File: config.mk
export PLATFORM = sky130hd
export DESIGN_NAME = sitda_back
export DESIGN_NICKNAME = d
export VERILOG_FILES = /design/src/rtl/sitda_pkg.sv /design/src/rtl/sitda_back.sv
export SDC_FILE = /design/constraint.sdc
export NUM_CORES = 1
export LEC_CHECK = 0
export BUFFER_PORTS_ARGS = -buffer_cell sky130_fd_sc_hd__buf_2
export CAP_MARGIN = 30
export CORE_ASPECT_RATIO = 0.9
export CORE_MARGIN = 4
export CORE_UTILIZATION = 34
export CTS_CLUSTER_SIZE = 40
export DETAILED_ROUTE_END_ITERATION = 8
export GPL_ROUTABILITY_DRIVEN = 0
export PLACE_DENSITY = 0.66
export SLEW_MARGIN = 20
export SYNTH_ARGS = -nofsm -noshare
export SYNTH_HDL_FRONTEND = slang
export SYNTH_SLANG_ARGS = --single-unit
File: constraint.sdc
create_clock -name clk_i -period 4.2 [get_ports clk_i]
set_input_delay 0.21 -clock clk_i [delete_from_list [all_inputs] [get_ports clk_i]]
set_output_delay 0.21 -clock clk_i [all_outputs]
set_load 0.05 [all_outputs]
File: src/rtl/sitda_pkg.sv
// ----------------------------------------------------------------------------
// sitda_pkg
// Shared types and constants for the signed integer to decimal text core.
// ----------------------------------------------------------------------------
package sitda_pkg;

  localparam int unsigned ValueW   = 32;
  localparam int unsigned CharW    = 6;
  localparam int unsigned DigitW   = 4;
  localparam int unsigned MaxDigits = 10;
  localparam int unsigned CntW     = 4;   // holds a digit position or count

  localparam logic [CharW-1:0] CharMinus = 6'd45;
  localparam logic [CharW-1:0] CharZero  = 6'd48;

  // Reciprocal of ten: floor(x * RecipTen / 2^35) == x / 10 for every 32-bit x
  localparam logic [ValueW-1:0] RecipTen   = 32'hCCCC_CCCD;
  localparam int unsigned       RecipShift = 35;

  // Queue between front and back
  localparam int unsigned QDepth = 2;
  localparam int unsigned QPtrW  = 1;
  localparam int unsigned QCntW  = 2;

  typedef enum logic [1:0] {
    FE_IDLE,
    FE_CONV,
    FE_PUSH
  } front_state_e;

  // One converted number: sign and digits, least significant first
  typedef struct packed {
    logic                              neg;
    logic [CntW-1:0]                   nd;
    logic [MaxDigits-1:0][DigitW-1:0]  digits;
  } num_entry_t;

  typedef struct packed {
    logic empty;
    logic full;
  } q_status_t;

endpackage

File: src/rtl/sitda_back.sv
// ----------------------------------------------------------------------------
// sitda_back
// Emits the queued number as characters: a minus sign first if it is
// negative, then digits from the most significant down, one beat per cycle.
// ----------------------------------------------------------------------------
module sitda_back (
  input  logic                           clk_i,
  input  logic                           rst_ni,
  input  sitda_pkg::num_entry_t          head_i,
  input  sitda_pkg::q_status_t           q_status_i,
  output logic                           pop_o,
  output logic                           valid_o,
  output logic [sitda_pkg::CharW-1:0]    character_o,
  output logic                           last_o
);

  logic                         sign_done_q;
  logic [sitda_pkg::CntW-1:0]   pos_q;
  logic                         valid_q;
  logic [sitda_pkg::CharW-1:0]  char_q;
  logic                         last_q;

  logic                          emit;
  logic                          sign_beat;
  logic [sitda_pkg::CntW-1:0]    idx;
  logic [sitda_pkg::DigitW-1:0]  digit;
  logic                          digit_last;
  logic [sitda_pkg::CharW-1:0]   char_d;

  assign emit       = !q_status_i.empty;
  assign sign_beat  = head_i.neg && !sign_done_q;
  assign idx        = head_i.nd - 1'b1 - pos_q;
  assign digit_last = (pos_q == head_i.nd - 1'b1);

  // Select digit, out-of-range positions read as zero
  always_comb begin
    digit = '0;
    for (int i = 0; i < sitda_pkg::MaxDigits; i++) begin
      if (idx == sitda_pkg::CntW'(i)) digit = head_i.digits[i];
    end
  end

  assign char_d = sign_beat ? sitda_pkg::CharMinus
                            : sitda_pkg::CharZero + {2'b00, digit};
  assign pop_o  = emit && !sign_beat && digit_last;

  // Track progress through the head entry
  always_ff @(posedge clk_i or negedge rst_ni) begin
    if (!rst_ni) begin
      sign_done_q <= 1'b0;
      pos_q       <= '0;
      valid_q     <= 1'b0;
    end else begin
      valid_q <= emit;
      if (emit) begin
        if (sign_beat) begin
          sign_done_q <= 1'b1;
        end else if (digit_last) begin
          sign_done_q <= 1'b0;
          pos_q       <= '0;
        end else begin
          pos_q <= pos_q + 1'b1;
        end
      end
    end
  end

  // Hold beat payload
  always_ff @(posedge clk_i) begin
    if (emit) begin
      char_q <= char_d;
      last_q <= !sign_beat && digit_last;
    end
  end

  assign valid_o     = valid_q;
  assign character_o = char_q;
  assign last_o      = last_q;

endmodule

==> impl_metrics.yaml <==
logic_synthesis:
  synth-edff-count: 6
  ys_ff_latch: 12
  synth_cells: 107
  yosysSeqAreaShare_pct: 30.3
  synth_largest_type_area_fraction_pct: 16.5
  syn_avg_cell_area_sq_um: 10.2
  ys_top_cells_by_area: "edfxtp_1 (17%), dfrtp_1 (14%), mux4_2 (8.3%)"
  synth_area_leader_cell: "edfxtp_1"
  synth_cell_types: 42
  syn-num-nets: 162
  ys.warnings.count: 0
  async_flop_share_pct: 50.0
  synth_ff_type: "edfxtp_1"
  syn_area_sq_um: 1090
sta:
  setup_viol_count_final: 0
  relSlewSlack_pct: 53.8
  holdWs_ps: 175
  finalHoldViolations: 0
  final.min_clock_period_ps: 2940
  fin_tns_setup_ps: 0
  rsz0062_at_grt: "no"
  tightest_slew_ps: 693
  final_max_slew_viol_count: 0
  finClkSkew_ps: 1.95
  clock.fmax_ghz: 0.340
  period_share_pct: 70.0
critical_path:
  critPathLaunchType: "flop"
  path_cells: "ha_1 > inv_1 > fa_1 > mux4_2 > and2_2 > a211oi_1 > nor3_1"
  worstPathArrival_ps: 2940
  path_max_fanout: 16
  crit_family: "adder cells"
  critical_path_class: "reg -> reg"
  critPathCaptureType: "flop"
  critPathBufInv: 1
  worst_path_max_delay_cell: "fa_1"
  required_ps: 4200
  slowest_delay_ps: 930
global_routing:
  grt_pass1_wl_mm: 3.92
  grt_use_total_pct: 12.4
  grt_pass1_vias: 904
  antenna_found_initial: 0
  grt_start_max_net_pins: 20
  overflow: 0
floorplanning:
  core_area_sq_um: 3070
  start_util_pct: 35.6
  ios: 58
  die_x_um: 67.7
  num_rows: 19
  dieArea_sq_um: 4180
  die_h_um: 61.7
layout:
  syn_to_final_growth_pct: 29.5
  fill_cells: 303
  nNetsFinal: 218
  final_layout_size_suffix_gt1_share_pct: 45.7
  diodes: 0
flow_run:
  maxCapViolCount: 0
clocking:
  clk_path_buf_depth: 2
  cts-resized-gates: 0
  clk_transition_reported_paths_ps: 70
  cts_buffers: 3
  h-tree-depth: 1
  clkLatencyLatePin_ps: 270
  cts_tree: "yes"
  cts.sinks: 12
  cts_root_buffer: "clkbuf_4"
pwr:
  pwr_density_cell_nw_per_um2: 793
  peakVddDrop_mv: 0.311
  power.leakage_nw: 0.662
placement:
  io_buffers: 55
  dpl.hpwl_mm: 2.19
routing:
  drcViolationCount: 0
  ant_nets: 0
  first_pass_iters: 4
  first_iter_violations: 25
  avgViaCountPerCell: 4.89
  wl_mm: 2.56
  vias: 997
  wire_per_inst_um: 12.6
hold_path:
  hold_path_class: "in -> reg"
run_status:
  status: "finished clean"
-- stage by stage --
| step | cell area [sq um] | utilization (%) | setup WS, ps | instances | power, W |
|---|---|---|---|---|---|
| detailed placement | 1380 | 44.9 | 1200 | 199 | 0.00106 |
| global route | 1410 | 46.1 | 1070 | 204 | 0.00122 |
| finish | 1410 | 46.1 | 1260 | 204 | 0.00112 |
| floorplan | 1090 | - | 1830 | 107 | 0.000937 |
| CTS | 1410 | 46.1 | 1270 | 204 | 0.00113 |
| global placement | 1380 | 44.9 | 1230 | 199 | 0.00104 |
-- worst paths after layout --
kind	from	endpoint	slack [ps]	cells after the start
worst max-delay path	pos_q[0]	character_o[1]	1260	7
worst min-delay path	q_status_i[1]	sign_done_q	170	2
min in group asynchronous	rst_ni	sign_done_q	290	2
worst max register to register	pos_q[0]	character_o[1]	1260	7
worst min register to register	sign_done_q	sign_done_q	510	2
max in group asynchronous	rst_ni	valid_o	3770	2
-- area by class of cell --
type	instances	area [sq um]	share of cell area [%]
sequential	12	330	23.4
clock inverter	1	3.75	0.266
multi-input combinational	79	677	47.9
timing repair buffer	56	285	20.2
inverter	11	41.3	2.92
tap	42	52.6	3.72
clock buffer	3	22.5	1.59
-- cells in the final DEF (no fill, tap or decap), types with 2 or more instances in the layout --
| cell type | count |
|---|---|
| nor2_1 | 6 |
| ha_1 | 5 |
| xor2_1 | 2 |
| nand3_1 | 2 |
| buf_2 | 55 |
| mux2i_1 | 6 |
| edfxtp_1 | 6 |
| inv_1 | 11 |
| a211oi_1 | 3 |
| nor3_1 | 7 |
| nand2_1 | 8 |
| mux4_2 | 4 |
| o22ai_1 | 2 |
| clkbuf_4 | 3 |
| a21oi_1 | 3 |
| o21ai_0 | 4 |
| and2_2 | 2 |
| nor2b_1 | 2 |
| dfrtp_1 | 6 |
| o31a_2 | 2 |
-- state kept, by name (all words and copies together) (netlist names) --
| signal | count |
|---|---|
| character_o | 5 |
| pos_q | 4 |
| last_o | 1 |
| sign_done_q | 1 |
| valid_o | 1 |
-- report_power, final --
part	switching, W	internal, W
Sequential	0.0000242	0.000192
Clock	0.0000337	0.0000344
Combinational	0.000484	0.000352
Total	0.000542	0.000578
-- worst reg2reg max path, cell delays in order (launching register included) --
cell	delay (ps)
dfrtp_1	440
ha_1	190
inv_1	50
fa_1	930
mux4_2	570
and2_2	210
a211oi_1	200
nor3_1	80
-- cells by family after synthesis --
kind of cell,synth area share (%)
xor gates and xnor gates,7.91
adders and majority gates,7.57
muxes,14.8
buffers and inverters,7.68
DFF,30.3
and+or+nand+nor,14.0
AOI/OAI and AO/OA,17.4
other,0.344
-- layer usage --
metal  track usage [%]  share of wire (%)  vias to the layer above
li1                  -                  -                      505
met1              16.4                 43                      462
met2              20.5                 50                       26
met3              1.26                4.7                        4
met4              6.07                1.5                        0
met5                 0                  0                        -
-- cells in the mapped netlist (2+ instances only) --
master and number:
nor2b_1 2, a211oi_1 3, dfrtp_1 6, nand3_1 2
ha_1 5, buf_4 2, mux4_2 4, buf_6 2
o22ai_1 2, xor2_1 2, nand2_1 8, nor3_1 7
inv_1 11, and2_2 2, edfxtp_1 6, a21oi_1 3
mux2i_1 6, nor2_1 6, o31a_2 2, o21ai_0 4
-- repair_timing --
| item | CTS | global route |
|---|---|---|
| hold endpoints to repair | 6 | 0 |
| setup buffers | 0 | 0 |
| hold buffers | 1 | 0 |
Note: power is estimated with default switching activity, not from simulation.
