## config.mk

```make
export PLATFORM = sky130hd
export DESIGN_NAME = sitda_queue
export DESIGN_NICKNAME = d
export VERILOG_FILES = /design/src/rtl/sitda_pkg.sv /design/src/rtl/sitda_queue.sv
export SDC_FILE = /design/constraint.sdc
export NUM_CORES = 1
export LEC_CHECK = 0
export BUFFER_PORTS_ARGS = -buffer_cell sky130_fd_sc_hd__buf_2
export CAP_MARGIN = 25
export CORE_UTILIZATION = 50
export CTS_CLUSTER_SIZE = 25
export DETAILED_ROUTE_END_ITERATION = 12
export PLACE_DENSITY_LB_ADDON = 0.1
export REMOVE_ABC_BUFFERS = 1
export SLEW_MARGIN = 20
export SYNTH_ARGS = -nofsm -noshare
export SYNTH_HDL_FRONTEND = slang
export SYNTH_SLANG_ARGS = --single-unit
```

## constraint.sdc

```tcl
create_clock -name clk_i -period 3.55 [get_ports clk_i]
set_clock_uncertainty 0.1 [all_clocks]
set_input_delay 0.8875 -clock clk_i [delete_from_list [all_inputs] [get_ports clk_i]]
set_output_delay 0.8875 -clock clk_i [all_outputs]
set_load 0.01 [all_outputs]
```

## src/rtl/sitda_pkg.sv

```systemverilog
// ----------------------------------------------------------------------------
// sitda_pkg
// Shared types and constants for the signed integer to decimal text core.
// ----------------------------------------------------------------------------
package sitda_pkg;

  localparam int unsigned ValueW   = 32;
  localparam int unsigned CharW    = 6;
  localparam int unsigned DigitW   = 4;
  localparam int unsigned MaxDigits = 10;
  localparam int unsigned CntW     = 4;   // holds a digit position or count

  localparam logic [CharW-1:0] CharMinus = 6'd45;
  localparam logic [CharW-1:0] CharZero  = 6'd48;

  // Reciprocal of ten: floor(x * RecipTen / 2^35) == x / 10 for every 32-bit x
  localparam logic [ValueW-1:0] RecipTen   = 32'hCCCC_CCCD;
  localparam int unsigned       RecipShift = 35;

  // Queue between front and back
  localparam int unsigned QDepth = 2;
  localparam int unsigned QPtrW  = 1;
  localparam int unsigned QCntW  = 2;

  typedef enum logic [1:0] {
    FE_IDLE,
    FE_CONV,
    FE_PUSH
  } front_state_e;

  // One converted number: sign and digits, least significant first
  typedef struct packed {
    logic                              neg;
    logic [CntW-1:0]                   nd;
    logic [MaxDigits-1:0][DigitW-1:0]  digits;
  } num_entry_t;

  typedef struct packed {
    logic empty;
    logic full;
  } q_status_t;

endpackage

```

## src/rtl/sitda_queue.sv

```systemverilog
// ----------------------------------------------------------------------------
// sitda_queue
// Two-entry queue of converted numbers between front and back.
// ----------------------------------------------------------------------------
module sitda_queue (
  input  logic                  clk_i,
  input  logic                  rst_ni,
  input  logic                  push_i,
  input  sitda_pkg::num_entry_t wdata_i,
  input  logic                  pop_i,
  output sitda_pkg::num_entry_t rdata_o,
  output sitda_pkg::q_status_t  status_o
);

  sitda_pkg::num_entry_t        mem_q [sitda_pkg::QDepth];
  logic [sitda_pkg::QPtrW-1:0]  wr_ptr_q, rd_ptr_q;
  logic [sitda_pkg::QCntW-1:0]  count_q;

  assign status_o.empty = (count_q == '0);
  assign status_o.full  = (count_q == sitda_pkg::QCntW'(sitda_pkg::QDepth));
  assign rdata_o        = mem_q[rd_ptr_q];

  // Advance pointers and occupancy
  always_ff @(posedge clk_i or negedge rst_ni) begin
    if (!rst_ni) begin
      wr_ptr_q <= '0;
      rd_ptr_q <= '0;
      count_q  <= '0;
    end else begin
      if (push_i) wr_ptr_q <= wr_ptr_q + 1'b1;
      if (pop_i)  rd_ptr_q <= rd_ptr_q + 1'b1;
      if (push_i && !pop_i)      count_q <= count_q + 1'b1;
      else if (pop_i && !push_i) count_q <= count_q - 1'b1;
    end
  end

  // Store entry
  always_ff @(posedge clk_i) begin
    if (push_i) mem_q[wr_ptr_q] <= wdata_i;
  end

endmodule

```

==> results.rst, run 1 <==
.. list-table::
   :header-rows: 1

   * - Metric
     - Value
   * - Max-slew violation count
     - 0
   * - Sw power
     - 0.971 mW
   * - CTS buffer count
     - 9
   * - Final net count
     - 312
   * - Crit path max fanout
     - 37
   * - Most frequent cell after synthesis
     - sky130_fd_sc_hd__edfxtp_1
   * - Final setup viols
     - 0
   * - Fraction of the yosys area taken by sequential cells
     - 0.771
   * - Half-perimeter wire length after placement
     - 3820 microns
   * - Synthesized instance count
     - 156
   * - Maximum level of the CTS H-tree
     - 3
   * - Remaining design rule violation count
     - 0
   * - Post-synth top area cell
     - sky130_fd_sc_hd__edfxtp_1
   * - Aggregate global-route resource usage
     - 0.160
   * - Data arrival time of the worst path
     - ~1.7 ns
   * - Maximum vdd drop
     - 0.000489 V
   * - Number of antenna cells inserted
     - 0
   * - Cells along the critical path
     - buf_12, mux2_2, buf_2
   * - Highest clock rate
     - 366 MHz
   * - Avg WL per Cell
     - 15.7 microns
   * - Post-synth EDFFs
     - 90
   * - Slew at the pin closest to its max-slew limit
     - 0.629 ns
   * - Switching part of the total power
     - 0.290
   * - Number of global-route vias before repair
     - about 1700
   * - Post-synthesis instance area
     - approximately 3600 sq um
   * - Top post-synthesis cells by area
     - sky130_fd_sc_hd__edfxtp_1 (74%), sky130_fd_sc_hd__mux2_4 (16%), sky130_fd_sc_hd__dfrtp_1 (2.8%)
   * - Number of vias in the routed layout
     - ~1700
   * - RSZ-0062 raised after global routing
     - no
   * - Part of the power in the clock network
     - 0.206
   * - CP endpoint kind
     - primary output
   * - Class of the worst hold path
     - primary input to asynchronous set/reset pin
   * - Final worst setup slack
     - 0.821 ns
   * - Initial DRT Pass Iterations
     - 4
   * - Insertion delay of the later-clocked pin in the worst-skew pair
     - 0.34 ns
   * - Number of vias per cell
     - 4.74
   * - Post-synthesis async set-or-reset flop share
     - 0.0426
   * - Total die area
     - between 7000 and 8000 sq um
   * - Number of synthesized register bits
     - 94
   * - Post-layout util
     - 0.636
   * - Required arrival time at the worst endpoint
     - 2.56 ns
   * - Count of warnings emitted by yosys
     - 0
   * - Buffers plus inverters on the worst setup path
     - 2
   * - Number of placement rows
     - 30
   * - Area added between synthesis and finish
     - 20.9%
   * - Post-Route Setup TNS
     - 0 ns
   * - Crit share post-route
     - 0.769
   * - Max clock buf depth
     - 2
   * - Synthesized area divided by synthesized cell count
     - ~23 sq um
   * - Pwr/cell area
     - 762 nW/um^2
   * - Worst setup slack after placement
     - 1.18 ns
   * - Delay-heaviest family, CP
     - flip-flops
   * - Setup Fix Bufs, Post-CTS
     - 0
   * - Register clock-pin slew on the reported worst setup and hold paths
     - approximately 0.090 ns
   * - Hold bufs inserted after CTS
     - 0
   * - Boundary Pins
     - 96
   * - Static leakage power
     - 1.79 nW
   * - Unique cell type count in the Yosys netlist
     - 13
   * - Kind of start point of the critical path
     - flip-flop
   * - Hold Fails Final Rpt
     - 0
   * - Starting density of the core
     - 0.526
   * - GRT overflow
     - 0
   * - Minimum period implied by the final worst setup slack
     - 2.73 ns
   * - Largest net degree at the start of global routing
     - 38
   * - Initial antenna violation count
     - 0
   * - Sequential power share
     - 0.468
   * - Worst Path Class, Setup
     - flip-flop to primary output
   * - Most used flip-flop cell after synthesis
     - sky130_fd_sc_hd__edfxtp_1
   * - First-pass GRT wire length
     - 8740 microns
   * - CTS Sinks
     - between 90 and 100
   * - Die Y
     - 87.2 microns
   * - Slowest cell delay on critical path
     - 0.56 ns
   * - Layout cell share with drive strength beyond 1
     - 0.607
   * - TritonCTS clock tree
     - built
   * - Weighted congestion reported at the end of routability-driven placement
     - 0.654
   * - Total detailed-routing wirelength
     - 5720 microns
   * - Chip Width
     - about 87 microns
   * - Number of port buffers
     - 95
   * - Commonest cells in the netlist
     - sky130_fd_sc_hd__edfxtp_1 (90), sky130_fd_sc_hd__mux2_4 (39), sky130_fd_sc_hd__mux2_2 (6)
   * - Iter 0 DRT Violations
     - 61
   * - Clock root buffer
     - sky130_fd_sc_hd__clkbuf_8
   * - Standard cell with the maximum stage delay on the critical path
     - sky130_fd_sc_hd__dfrtp_2
   * - Post-synth top area share
     - 0.744
   * - Run status
     - complete, no violations
   * - Placeable core region
     - 6910 sq um
   * - Number of gates given a new drive strength after cts
     - 0
   * - Max cap viols
     - 0
   * - Portion of total power attributed to combinational logic
     - 0.326
   * - Worst slew margin relative to its limit
     - 0.580
   * - Internal power consumption
     - 2.38 mW
   * - Residual antenna-violating net count after detailed routing
     - 0
==> metal layers <==
layer	track usage	vias to the layer above	routed length, microns
met4	0.0626	0	57
met2	0.249	60	2750
met1	0.213	837	2510
met3	0.0483	5	396
li1	-	819	-
met5	0	-	0
==> cell type report <==
type                    instances  area [sq um]
clock buffers                   9           124
fillers                       538          2510
flip-flops and latches         94          2800
well taps                      96           120
repair buffers                100           526
multi-input cells              56           744
inverters                       1          3.75
clock inverters                 7          71.3
==> cell families (layout without fill, tap and decap cells) <==
kind of cell  after synthesis  after routing  share of synthesized area
xor+xnor                    5              5                     0.0121
fa+ha+maj                   1              1                    0.00344
simple gates                5              5                    0.00723
buf+inv                     6            117                     0.0262
flops                      94             94                      0.771
mux                        45             45                      0.180
==> power groups by stage <==
stage,registers (mW),clock network [mW],logic [mW]
final,1.57,0.688,1.09
after detailed placement,1.59,0,1.11
after global placement,1.58,0,1.11
after CTS,1.57,0.702,1.11
after floorplan,1.66,0,0.677
after global routing,1.59,0.746,1.17
==> sequential cells by signal, summed over array words and instances (netlist names) <==
signal / count
mem_q: 90
wr_ptr_q: 1
rd_ptr_q: 1
count_q: 2
==> worst register-to-register path, cell delays in order (launching register included) <==
cell                      delay [ns]
sky130_fd_sc_hd__dfrtp_1        0.44
sky130_fd_sc_hd__nor2b_4        0.53
sky130_fd_sc_hd__buf_4          0.36
==> worst paths after layout <==
| kind | from | endpoint | slack [ns] | cells past startpoint |
|---|---|---|---|---|
| worst min register to register | count_q[1] | count_q[1] | 0.40 | 1 |
| min in group clk_i | count_q[1] | count_q[1] | 0.40 | 1 |
| worst max-delay path | rd_ptr_q | rdata_o[29] | 0.82 | 3 |
| worst min-delay path | rst_ni | count_q[1] | 0.24 | 1 |
| worst max register to register | wr_ptr_q | mem_q[0][31] | 1.82 | 2 |
| max in group asynchronous | rst_ni | rd_ptr_q | 2.97 | 1 |
==> cells in the final DEF, fill, tap and decap left out, drive strengths merged, types with 2 or more instances in the layout <==
cell    instances
xor2            4
clkbuf          9
clkinv          3
edfxtp         90
buf           100
nor2            2
dfrtp           4
nor2b           2
inv             3
mux2           45
==> stage by stage <==
| step | power (mW) | hold slack, ns | cells | instance area, sq um |
|---|---|---|---|---|
| 6_report | 3.35 | 0.241 | 363 | 4390 |
| 5_1_grt | 3.51 | 0.224 | 363 | 4390 |
| 4_1_cts | 3.38 | 0.228 | 363 | 4390 |
| 3_5_place_dp | 2.70 | 0.400 | 347 | 4200 |
| 3_3_place_gp | 2.69 | 0.386 | 347 | 4200 |
| 2_1_floorplan | 2.33 | 0.355 | 151 | 3540 |
(Power assumes the default switching activity.)
==> run 2, diff against run 1 <==
Settings changed: CORE_UTILIZATION 50 to 47.
Clock period 3.55 ns to 2.3 ns, I/O delays scaled along.
==> run 2 against run 1 <==
Die area grew 6.2%. First-iteration DRC count grew 3.3%. Sequential power grew 52%. Utilization shrank 4.2 points. Critical path depth unchanged. Critical endpoint is now rdata_o[24].
==> results.rst, run 2 (synthesis gave the netlist of run 1 again) <==
.. list-table::
   :header-rows: 1

   * - Metric
     - Value
   * - Run status
     - complete, no violations
   * - Slew at the pin closest to its max-slew limit
     - 0.362 ns
   * - Pwr/cell area
     - about 1100 nW/um^2
   * - TritonCTS clock tree
     - built
   * - Placeable core region
     - 7370 sq um
   * - Number of placement rows
     - 31
   * - Commonest non-fill, non-tap cells in the layout
     - sky130_fd_sc_hd__buf_2 (95), sky130_fd_sc_hd__edfxtp_1 (90), sky130_fd_sc_hd__mux2_4 (39)
   * - First-pass GRT wire length
     - 8930 microns
   * - Half-perimeter wire length after placement
     - between 3000 and 4000 microns
   * - Area added between synthesis and finish
     - 20.6%
   * - RSZ-0062 raised after global routing
     - no
   * - Maximum vdd drop
     - between 0.0006 and 0.0007 V
   * - CTS Sinks
     - 94
   * - Number of port buffers
     - between 90 and 100
   * - Initial antenna violation count
     - 0
   * - Largest net degree at the start of global routing
     - 31
   * - Data arrival time of the worst path
     - 1.51 ns
   * - Highest clock rate
     - 458 MHz
   * - Remaining design rule violation count
     - 0
   * - Die Y
     - ~90 microns
   * - Max-slew violation count
     - 0
   * - Switching part of the total power
     - 0.290
   * - Post-layout util
     - 0.594
   * - Hold slack
     - 0.311 ns
   * - Setup slack of the most critical reg-to-reg path
     - 0.95 ns
   * - Internal power consumption
     - 3.56 mW
   * - Clock root buffer
     - sky130_fd_sc_hd__clkbuf_8
   * - Max clock buf depth
     - 2
   * - Chip Width
     - 89.9 microns
   * - Starting density of the core
     - 0.493
   * - Worst slew margin relative to its limit
     - 0.759
   * - Sw power
     - 1.45 mW
   * - Initial DRT Pass Iterations
     - 3
   * - Insertion delay of the later-clocked pin in the worst-skew pair
     - 0.34 ns
   * - GRT overflow
     - 0
   * - Max cap viols
     - 0
   * - Register clock-pin slew on the reported worst setup and hold paths
     - 0.09 ns
   * - Minimum period implied by the final worst setup slack
     - approximately 2.2 ns
   * - CTS buffer count
     - 9
   * - Iter 0 DRT Violations
     - 63
   * - Crit path max fanout
     - 30
   * - Kind of start point of the critical path
     - flip-flop
   * - Hold Fails Final Rpt
     - 0
   * - Largest Register
     - mem_q
   * - Sequential power share
     - 0.474
   * - Boundary Pins
     - 96
   * - Total die area
     - approximately 8000 sq um
   * - Portion of total power attributed to combinational logic
     - 0.346
   * - Total detailed-routing wirelength
     - roughly 5600 microns
   * - Class of the worst hold path
     - primary input to flip-flop
   * - Crit share post-route
     - 0.949
   * - Max reg flops
     - 90
   * - Most common library cell in the layout ignoring fill and taps
     - sky130_fd_sc_hd__buf_2
   * - Layout cell share with drive strength beyond 1
     - 0.602
   * - Number of antenna cells inserted
     - 0
   * - Avg WL per Cell
     - about 15 microns
   * - Static leakage power
     - between 1.5 and 2 nW
   * - Final setup viols
     - 0
   * - CP endpoint kind
     - primary output
   * - Worst setup slack after placement
     - 0.432 ns
   * - Worst Path Class, Setup
     - flip-flop to primary output
   * - Final net count
     - about 310
   * - Final worst setup slack
     - 0.117 ns
   * - Aggregate global-route resource usage
     - 0.147
   * - Number of vias in the routed layout
     - between 1500 and 2000
   * - Required arrival time at the worst endpoint
     - 1.62 ns
   * - Number of global-route vias before repair
     - between 1500 and 2000
   * - Number of vias per cell
     - 4.76
   * - Residual antenna-violating net count after detailed routing
     - 0
   * - Largest registers ranked by flip-flop count
     - mem_q x90, count_q x2
   * - Maximum level of the CTS H-tree
     - 3
   * - Part of the power in the clock network
     - 0.180
   * - Weighted congestion reported at the end of routability-driven placement
     - around 0.65
-- run 2: power by group through the flow --
stage / sequential (mW) / clock [mW] / combinational, mW
global placement: 2.40 / 0 / 1.76
floorplan: 2.56 / 0 / 1.04
finish: 2.38 / 0.902 / 1.74
CTS: 2.38 / 0.935 / 1.77
detailed placement: 2.42 / 0 / 1.76
global route: 2.41 / 0.997 / 1.87
-- run 2: area by class of cell --
| type | instances | area (sq um) |
|---|---|---|
| timing repair buffer | 102 | 547 |
| tap | 99 | 124 |
| multi-input combinational | 56 | 744 |
| inverter | 1 | 3.75 |
| clock inverter | 5 | 26.3 |
| clock buffer | 11 | 131 |
| fill | 592 | 2990 |
| sequential | 94 | 2800 |
-- run 2: worst paths after layout --
kind / startpoint / end / cells after the start
worst max-delay path: rd_ptr_q / rdata_o[24] / 3
worst min-delay path: wdata_i[13] / mem_q[1][13] / 1
worst max register to register: wr_ptr_q / mem_q[1][9] / 2
worst min register to register: count_q[1] / count_q[1] / 1
max in group asynchronous: rst_ni / rd_ptr_q / 2
min in group asynchronous: rst_ni / count_q[1] / 2
-- run 2: metal layers --
| metal | track usage | vias up | routed length (microns) |
|---|---|---|---|
| li1 | - | 820 | - |
| met1 | 0.163 | 866 | 2210 |
| met2 | 0.254 | 57 | 2940 |
| met3 | 0.0474 | 7 | 326 |
| met4 | 0.0766 | 0 | 78 |
| met5 | 0 | - | 0 |
-- run 2: worst max-delay path, cell delays in order, from the launching register on --
cell and delay (ns):
sky130_fd_sc_hd__dfrtp_2 0.40, sky130_fd_sc_hd__buf_12 0.24, sky130_fd_sc_hd__mux2_2 0.37, sky130_fd_sc_hd__buf_2 0.14
-- run 2: metrics by stage --
step	instance area, sq um	power, mW	cells	setup TNS [ns]
after global placement	4210	4.16	351	0
final	4380	5.02	368	0
after detailed placement	4210	4.18	351	0
after CTS	4380	5.09	368	0
after floorplan	3540	3.60	151	-58.19
after global routing	4380	5.28	368	0
-- run 2: timing repair --
| item | 4_1_cts | 5_1_grt |
|---|---|---|
| hold buffers | 1 | 0 |
| hold endpoints to repair | 4 | 0 |
| setup endpoints to repair | 0 | 1 |
| buffers inserted | 0 | 0 |
| resized for setup | 0 | 1 |
